$ cat src/rtl/scie_pkg.sv
// Shared types and constants for the instruction execute core.
// Used by scie_exec, the top level and the port checker.
`timescale 1ns / 1ps

package scie_pkg;

	localparam int REG_COUNT_DEF  = 32;
	localparam int BANK_WORDS_DEF = 1024;
	localparam int BANK_COUNT_DEF = 4;
	localparam int PROGRAM_DEPTH  = 1024;
	localparam int TAKEN_PENALTY  = 2;

	// width of a register index field and the count of codes it can carry
	localparam int REG_FIELD_W = 5;
	localparam int REG_FIELD_N = 2 ** REG_FIELD_W;

	localparam logic [3:0] OP_ADD  = 4'd0;
	localparam logic [3:0] OP_SUB  = 4'd1;
	localparam logic [3:0] OP_MUL  = 4'd2;
	localparam logic [3:0] OP_ADDI = 4'd3;
	localparam logic [3:0] OP_LD   = 4'd4;
	localparam logic [3:0] OP_LDC2 = 4'd5;
	localparam logic [3:0] OP_LDC3 = 4'd6;
	localparam logic [3:0] OP_LDC4 = 4'd7;
	localparam logic [3:0] OP_SW   = 4'd8;
	localparam logic [3:0] OP_BNE  = 4'd9;
	localparam logic [3:0] OP_J    = 4'd10;
	localparam logic [3:0] OP_DIV  = 4'd11;

	localparam int CFG_IDX_W  = 3;
	localparam int CFG_DATA_W = 11;

	localparam logic [CFG_IDX_W-1:0] CFG_FORWARDING = 3'd0;
	localparam logic [CFG_IDX_W-1:0] CFG_CORE       = 3'd1;
	localparam logic [CFG_IDX_W-1:0] CFG_ADD_LAT    = 3'd2;
	localparam logic [CFG_IDX_W-1:0] CFG_SUB_LAT    = 3'd3;
	localparam logic [CFG_IDX_W-1:0] CFG_MUL_LAT    = 3'd4;
	localparam logic [CFG_IDX_W-1:0] CFG_DIV_LAT    = 3'd5;
	localparam logic [CFG_IDX_W-1:0] CFG_PROG_LEN   = 3'd6;

	typedef struct packed {
		logic [3:0]         req_type;
		logic [4:0]         dest_reg;
		logic [4:0]         src_reg_a;
		logic [4:0]         src_reg_b;
		logic signed [31:0] immediate;
		logic [9:0]         mem_address;
		logic               label_found;
		logic [9:0]         label_target;
	} scie_req_t;

	typedef struct packed {
		logic               ignored;
		logic [10:0]        next_pc;
		logic               reg_written;
		logic [4:0]         written_reg;
		logic signed [31:0] written_value;
		logic [31:0]        instr_total;
		logic [31:0]        cycle_total;
		logic [31:0]        stall_total;
	} scie_result_t;

	typedef struct packed {
		logic        forwarding_enable;
		logic [1:0]  core_number;
		logic [7:0]  add_latency;
		logic [7:0]  sub_latency;
		logic [7:0]  mul_latency;
		logic [7:0]  div_latency;
		logic [10:0] program_length;
	} scie_cfg_t;

	// execute-stage decisions handed back to the top level
	typedef struct packed {
		logic        wr;
		logic [31:0] wval;
		logic        taken;
		logic        store;
		logic [7:0]  cyc_add;
		logic [31:0] stall_add;
	} scie_exec_t;

	typedef enum logic [1:0] {
		ST_CLEAR,
		ST_IDLE,
		ST_EXEC
	} scie_state_t;

endpackage

$ cat src/rtl/scie_exec.sv
// Execute-stage logic: ALU, load/store/branch decisions and counter increments.
// Depends on scie_pkg.
`timescale 1ns / 1ps

module scie_exec (
	input  logic [3:0]         op,
	input  logic [31:0]        opnd_a,
	input  logic [31:0]        opnd_b,
	input  logic [31:0]        imm,
	input  logic [31:0]        mem_data,
	input  logic               bank_ok,
	input  logic               found,
	input  scie_pkg::scie_cfg_t cfg,
	output scie_pkg::scie_exec_t ex
);
	import scie_pkg::*;

	logic [7:0]  lat;
	logic [31:0] stall_base;

	always_comb begin
		unique case (op)
			OP_ADD:  lat = cfg.add_latency;
			OP_SUB:  lat = cfg.sub_latency;
			OP_MUL:  lat = cfg.mul_latency;
			OP_DIV:  lat = cfg.div_latency;
			default: lat = 8'd1;
		endcase
	end

	// with forwarding off, a zero latency wraps the stall increment to all ones
	assign stall_base = cfg.forwarding_enable ? 32'd0 : (32'(lat) - 32'd1);

	always_comb begin
		ex       = '0;
		ex.cyc_add = cfg.forwarding_enable ? 8'd1 : lat;
		unique case (op) inside
			OP_ADD: begin
				ex.wr   = 1'b1;
				ex.wval = opnd_a + opnd_b;
			end
			OP_SUB: begin
				ex.wr   = 1'b1;
				ex.wval = opnd_a - opnd_b;
			end
			OP_MUL: begin
				ex.wr   = 1'b1;
				ex.wval = opnd_a * opnd_b;
			end
			OP_ADDI: begin
				ex.wr   = 1'b1;
				ex.wval = opnd_a + imm;
			end
			OP_LD: begin
				ex.wr   = bank_ok;
				ex.wval = bank_ok ? mem_data : 32'd0;
			end
			OP_LDC2, OP_LDC3, OP_LDC4: begin
				// cross-bank loads only land on core zero
				ex.wr   = bank_ok && (cfg.core_number == 2'd0);
				ex.wval = ex.wr ? mem_data : 32'd0;
			end
			OP_SW:   ex.store = bank_ok;
			OP_BNE:  ex.taken = (opnd_a != opnd_b) && found;
			OP_J:    ex.taken = found;
			default: ;
		endcase
		ex.stall_add = stall_base + (ex.taken ? 32'(TAKEN_PENALTY) : 32'd0);
	end

endmodule

$ cat config.mk
export PLATFORM = sky130hd
export DESIGN_NAME = scie_exec
export DESIGN_NICKNAME = d
export VERILOG_FILES = /design/src/rtl/scie_pkg.sv /design/src/rtl/scie_exec.sv
export SDC_FILE = /design/constraint.sdc
export NUM_CORES = 1
export LEC_CHECK = 0
export BUFFER_PORTS_ARGS = -buffer_cell sky130_fd_sc_hd__buf_2
export CAP_MARGIN = 20
export CORE_MARGIN = 2
export CORE_UTILIZATION = 57
export DETAILED_ROUTE_END_ITERATION = 7
export GPL_ROUTABILITY_DRIVEN = 0
export PLACE_DENSITY = 0.82
export SETUP_SLACK_MARGIN = 0.2
export SLEW_MARGIN = 10
export SYNTH_ARGS = -nofsm -noshare
export SYNTH_HDL_FRONTEND = slang
export SYNTH_SLANG_ARGS = --single-unit
$ cat constraint.sdc
create_clock -name vclk -period 13.95
set_input_delay 3.4875 -clock vclk [all_inputs]
set_output_delay 3.4875 -clock vclk [all_outputs]
set_load 0.01 [all_outputs]
# After elaboration in Yosys (flattened, before gate mapping)
# Index checks and enable logic that the tools add are counted.
# op_classes
n_bitwise,0
reduce_logical,5
eq_ne,12
shifts,0
magnitude_cmp,0
div_mod_pow,0
multipliers,1
n_addsub,5
n_mux,9
# op_table
cell,n
one-hot mux 33 bit (6 select lines),1
two-way mux 32 bit,3
adder 32 bit,2
adder 32 x 2 -> 32 bit,1
multiplier 32 x 32 -> 32 bit,1
inequality test 32 bit,1
one-hot mux 8 bit (4 select lines),1
subtractor 32 bit,1
equality test 4 x 3 -> 1 bit (second input constant),4
equality test 4 bit (second input constant),4
subtractor 8 x 1 -> 9 bit (second input constant),1
equality test 4 x 2 -> 1 bit (second input constant),2
two-way mux 8 bit,1
equality test 4 x 1 -> 1 bit (second input constant),1
logical NOT 4 bit,1
OR reduction 3 bit,1
logical AND 1 bit,2
logical NOT 2 bit,1
two-way mux 2 bit,1
one-hot mux 1 bit (2 select lines),1
two-way mux 1 bit,1
# totals
romBits,0
input_bits,180
latchBits,0
mem_count,0
ram_bits,0
regBits,0

# Depth between registers and ports, before layout
# depth
word_depth,5
mapped_depth,28
mapped_depth_nobuf,25

# Worst setup path after synthesis
# Ideal clock, no wire load.
# synth_path
path_kind,input -> output
start,input port opnd_b[9]
end,output port ex[70] (netlist bit)
t_arrival_ps,10214
required_time_ps,10462
stages,23
slack_ps,249
cell_sequence,clkbuf_1 -> clkbuf_1 -> nand2_1 -> fa_1 -> fa_1 -> fa_1 -> inv_1 -> fa_1 -> fa_1 -> fa_1 -> fa_1 -> fa_1 -> ha_1 -> clkbuf_2 -> a21o_1 -> or3_1 -> a31o_2 -> a32o_1 -> a31o_2 -> a31oi_1 -> xor2_1 -> o221ai_1 -> a211o_1
# synth_lines
item,line,source
"start, declared",scie_exec.sv:8,"input logic [31:0] opnd_b,"
"end, declared",scie_exec.sv:14,output scie_pkg::scie_exec_t ex

==> flow_summary.html <==
<table>
<tr><th>Metric</th><th>Value</th></tr>
<tr><th colspan="2">Timing</th></tr>
<tr><td>Fin crit share</td><td>99.35%</td></tr>
<tr><td>Shortest clock period the worst path allows after layout</td><td>between 10 and 15 ns</td></tr>
<tr><td>Actual transition at the worst max-transition pin</td><td>1.070 ns</td></tr>
<tr><td>Slew margin rel.</td><td>28.46%</td></tr>
<tr><td>Number of setup violations in the final report</td><td>0</td></tr>
<tr><td>Number of max-slew violations in the final report</td><td>0</td></tr>
<tr><td>Top achievable clock speed</td><td>slightly above 0.07 GHz</td></tr>
<tr><td>Unrepaired setup endpoints after global routing</td><td>true</td></tr>
<tr><td>Worst hold-check slack</td><td>between 7 and 8 ns</td></tr>
<tr><td>Final count of hold timing violations</td><td>0</td></tr>
<tr><th colspan="2">Run</th></tr>
<tr><td>Max-cap violations</td><td>0</td></tr>
<tr><th colspan="2">Detailed routing</th></tr>
<tr><td>Violation count after the first detailed-route iteration</td><td>roughly 1,700</td></tr>
<tr><td>First-pass iteration count of the detailed router</td><td>6</td></tr>
<tr><td>Via count of the routed design</td><td>19,520</td></tr>
<tr><td>Vias per cell</td><td>around 6.0</td></tr>
<tr><td>Post-detailed-route DRC marker count</td><td>0</td></tr>
<tr><td>Antenna viol nets, final</td><td>0</td></tr>
<tr><td>Average wire length per cell after detail routing</td><td>20.83 um</td></tr>
<tr><td>Routed wire length</td><td>67.62 mm</td></tr>
<tr><th colspan="2">Floorplan</th></tr>
<tr><td>Core area</td><td>36,350 sq um</td></tr>
<tr><td>Number of rows in the core area</td><td>70</td></tr>
<tr><td>Starting Density</td><td>57.60%</td></tr>
<tr><td>Die Wd</td><td>195.6 um</td></tr>
<tr><td>Count of pins on the block boundary</td><td>255</td></tr>
<tr><td>Die H</td><td>195.6 um</td></tr>
<tr><td>Die Outline Area</td><td>38,280 sq um</td></tr>
<tr><th colspan="2">Finish</th></tr>
<tr><td>Number of nets in the final layout</td><td>3,581</td></tr>
<tr><td>Area added between synthesis and finish</td><td>13.49%</td></tr>
<tr><td>Seq cells</td><td>0</td></tr>
<tr><td>Leading cell type in the layout, fill and taps excluded</td><td>sky130_fd_sc_hd__inv_1</td></tr>
<tr><td>Top library cells by usage in the layout, fill and taps aside</td><td>sky130_fd_sc_hd__inv_1, sky130_fd_sc_hd__fa_1, sky130_fd_sc_hd__nand2_1</td></tr>
<tr><td>Storage cell area</td><td>0 sq um</td></tr>
<tr><td>Share of cells above drive strength 1</td><td>17.00%</td></tr>
<tr><td>Clock buffer count</td><td>0</td></tr>
<tr><th colspan="2">Worst hold path</th></tr>
<tr><td>Hold Crit Class</td><td>input port to primary output</td></tr>
<tr><td>Cell depth of the worst min-delay path</td><td>3</td></tr>
<tr><td>Hold endpoint</td><td>ex[43]</td></tr>
<tr><td>Hold Startpoint</td><td>mem_data[1]</td></tr>
<tr><th colspan="2">Logic synthesis</th></tr>
<tr><td>Post-Syn Area per Cell</td><td>8.249 sq um</td></tr>
<tr><td>Count of unique library cells instantiated by Yosys</td><td>80</td></tr>
<tr><td>Proportion of synthesized chip area in sequential cells</td><td>0%</td></tr>
<tr><td>Total nets after synthesis</td><td>3,340</td></tr>
<tr><td>Post-Synthesis Cells</td><td>2,538</td></tr>
<tr><td>Post-synthesis instance area</td><td>20,940 sq um</td></tr>
<tr><td>Yosys synthesis warning count</td><td>0</td></tr>
<tr><th colspan="2">Setup path</th></tr>
<tr><td>Nature of the critical path startpoint</td><td>input port</td></tr>
<tr><td>WS Path Type</td><td>input port to primary output</td></tr>
<tr><td>Buffers plus inverters on the worst setup path</td><td>4</td></tr>
<tr><td>Required time of the worst setup path</td><td>10.46 ns</td></tr>
<tr><td>Most frequent cell on the critical path</td><td>sky130_fd_sc_hd__fa_1</td></tr>
<tr><td>Critical Path Max Stage Delay</td><td>0.57 ns</td></tr>
<tr><td>CP endpoint kind</td><td>primary output</td></tr>
<tr><td>Critical path cell sequence</td><td>buf_4 &gt; and2_1 &gt; fa_1 &gt; inv_2 &gt; fa_1 &gt; fa_2 &gt; fa_1 &gt; inv_1 &gt; fa_1 &gt; fa_1 &gt; fa_1 &gt; fa_1 &gt; ha_4 &gt; a21o_1 &gt; or3_1 &gt; a31o_2 &gt; a32o_1 &gt; a31o_4 &gt; a31oi_4 &gt; xor2_2 &gt; o221ai_1 &gt; a211o_1 &gt; buf_2</td></tr>
<tr><td>Number of gates on the worst path with buffers counted</td><td>23</td></tr>
<tr><td>Cell type of the slowest stage on the worst timing path</td><td>sky130_fd_sc_hd__fa_1</td></tr>
<tr><td>Family with the most delay on the worst path</td><td>adder cells</td></tr>
<tr><td>Largest fanout of any net on the critical path</td><td>7</td></tr>
<tr><td>Critical Path AT</td><td>10.37 ns</td></tr>
<tr><th colspan="2">Global routing</th></tr>
<tr><td>Remaining global-route overflow</td><td>0</td></tr>
<tr><td>Vias in the first global route</td><td>20,640</td></tr>
<tr><td>Initial antenna violation count</td><td>2</td></tr>
<tr><td>First-pass GRT wire length</td><td>106.2 mm</td></tr>
<tr><td>Global-route usage over all layers</td><td>35.44%</td></tr>
<tr><td>Maximum number of pins on one net before global-route repair</td><td>46</td></tr>
<tr><th colspan="2">Outcome</th></tr>
<tr><td>Result of the run</td><td>completed</td></tr>
<tr><th colspan="2">Placement</th></tr>
<tr><td>Post-detail-place hpwl</td><td>between 50 and 60 mm</td></tr>
<tr><td>Port-buffer cells</td><td>244</td></tr>
<tr><th colspan="2">Clocking</th></tr>
<tr><td>CTS hold repair buffers</td><td>0</td></tr>
</table>
metrics by stage:
step	utilization (%)	setup TNS, ns	area [sq um]	setup WS [ns]	std cells
3_5_place_dp	63.64	-0.2153	23130	-0.1080	3235
6_report	65.37	0	23760	0.09091	3246
3_3_place_gp	63.64	-0.02662	23130	-0.01940	3235
5_1_grt	65.37	-0.01651	23760	-0.01515	3246
4_1_cts	64.26	0	23360	0.05332	3238
2_1_floorplan	-	0	20940	0.2485	2538
tightest hold or removal path, delay by kind of cell:
kind            cells  cell delay, ns
compound gates      1            0.11
buf+inv             2            0.19
synthesized netlist by cell type (13+ instances only):
cell / number / area (sq um)
sky130_fd_sc_hd__o211ai_1: 13 / 97.59
sky130_fd_sc_hd__nand2b_1: 13 / 81.33
sky130_fd_sc_hd__and2_1: 234 / 1464
sky130_fd_sc_hd__a221oi_1: 13 / 113.9
sky130_fd_sc_hd__a21o_1: 31 / 232.7
sky130_fd_sc_hd__o21ai_0: 96 / 480.5
sky130_fd_sc_hd__nor3_1: 25 / 125.1
sky130_fd_sc_hd__fa_1: 410 / 8208
sky130_fd_sc_hd__xnor2_1: 96 / 840.8
sky130_fd_sc_hd__nand2_1: 329 / 1235
sky130_fd_sc_hd__inv_1: 450 / 1689
sky130_fd_sc_hd__clkbuf_1: 118 / 442.9
sky130_fd_sc_hd__a21oi_1: 71 / 355.3
sky130_fd_sc_hd__o21a_1: 21 / 157.7
sky130_fd_sc_hd__nand3_1: 28 / 140.1
sky130_fd_sc_hd__ha_1: 212 / 2653
sky130_fd_sc_hd__mux2i_1: 20 / 200.2
sky130_fd_sc_hd__nor2_1: 115 / 431.7
sky130_fd_sc_hd__nor2b_1: 19 / 118.9
sky130_fd_sc_hd__xor2_1: 41 / 359.1
kinds of logic after synthesis:
kind of cell               count (synthesis)  share of synthesized area (%)
buffers and inverters                    581                          10.62
muxes                                     24                          1.171
xor gates and xnor gates                 138                          5.839
adders and majority gates                622                          51.88
and+or+nand+nor                          827                          19.59
AOI/OAI and AO/OA                        346                          10.91
worst max path at each step:
| stage | from | end | slack (ns) |
|---|---|---|---|
| after floorplan | opnd_b[9] | ex[70] | 0.25 |
| after detailed placement | opnd_b[2] | ex[70] | -0.11 |
| final | opnd_a[19] | ex[70] | 0.09 |
| after global placement | opnd_b[2] | ex[70] | -0.02 |
| after global routing | opnd_b[11] | ex[70] | -0.02 |
| after CTS | opnd_a[20] | ex[70] | 0.05 |
layout make-up:
class                      count  area (sq um)
antenna                        1         2.502
tap                          468         585.6
fill                        2851         12590
inverter                     451          1697
timing repair buffer         369          2355
multi-input combinational   1957         19120
per-layer routing:
| layer | track usage (%) | share of wire (%) | up-vias | wire length (um) |
|---|---|---|---|---|
| met5 | 0 | 0.022 | - | 15 |
| met4 | 19.42 | 6.5 | 2 | 4410 |
| met3 | 7.098 | 12 | 335 | 7963 |
| met2 | 59.47 | 46 | 1262 | 31440 |
| met1 | 43.01 | 35 | 9498 | 23790 |
| li1 | - | - | 8425 | - |
repair_timing:
item,CTS,global route
pin swaps,39,57
gates resized for setup,60,83
buffers inserted,3,6
setup endpoints to repair,5,13
Power is left out: the tool's default activity adds up to more than one toggle a clock period on the data nets, which glitch-free logic cannot reach.
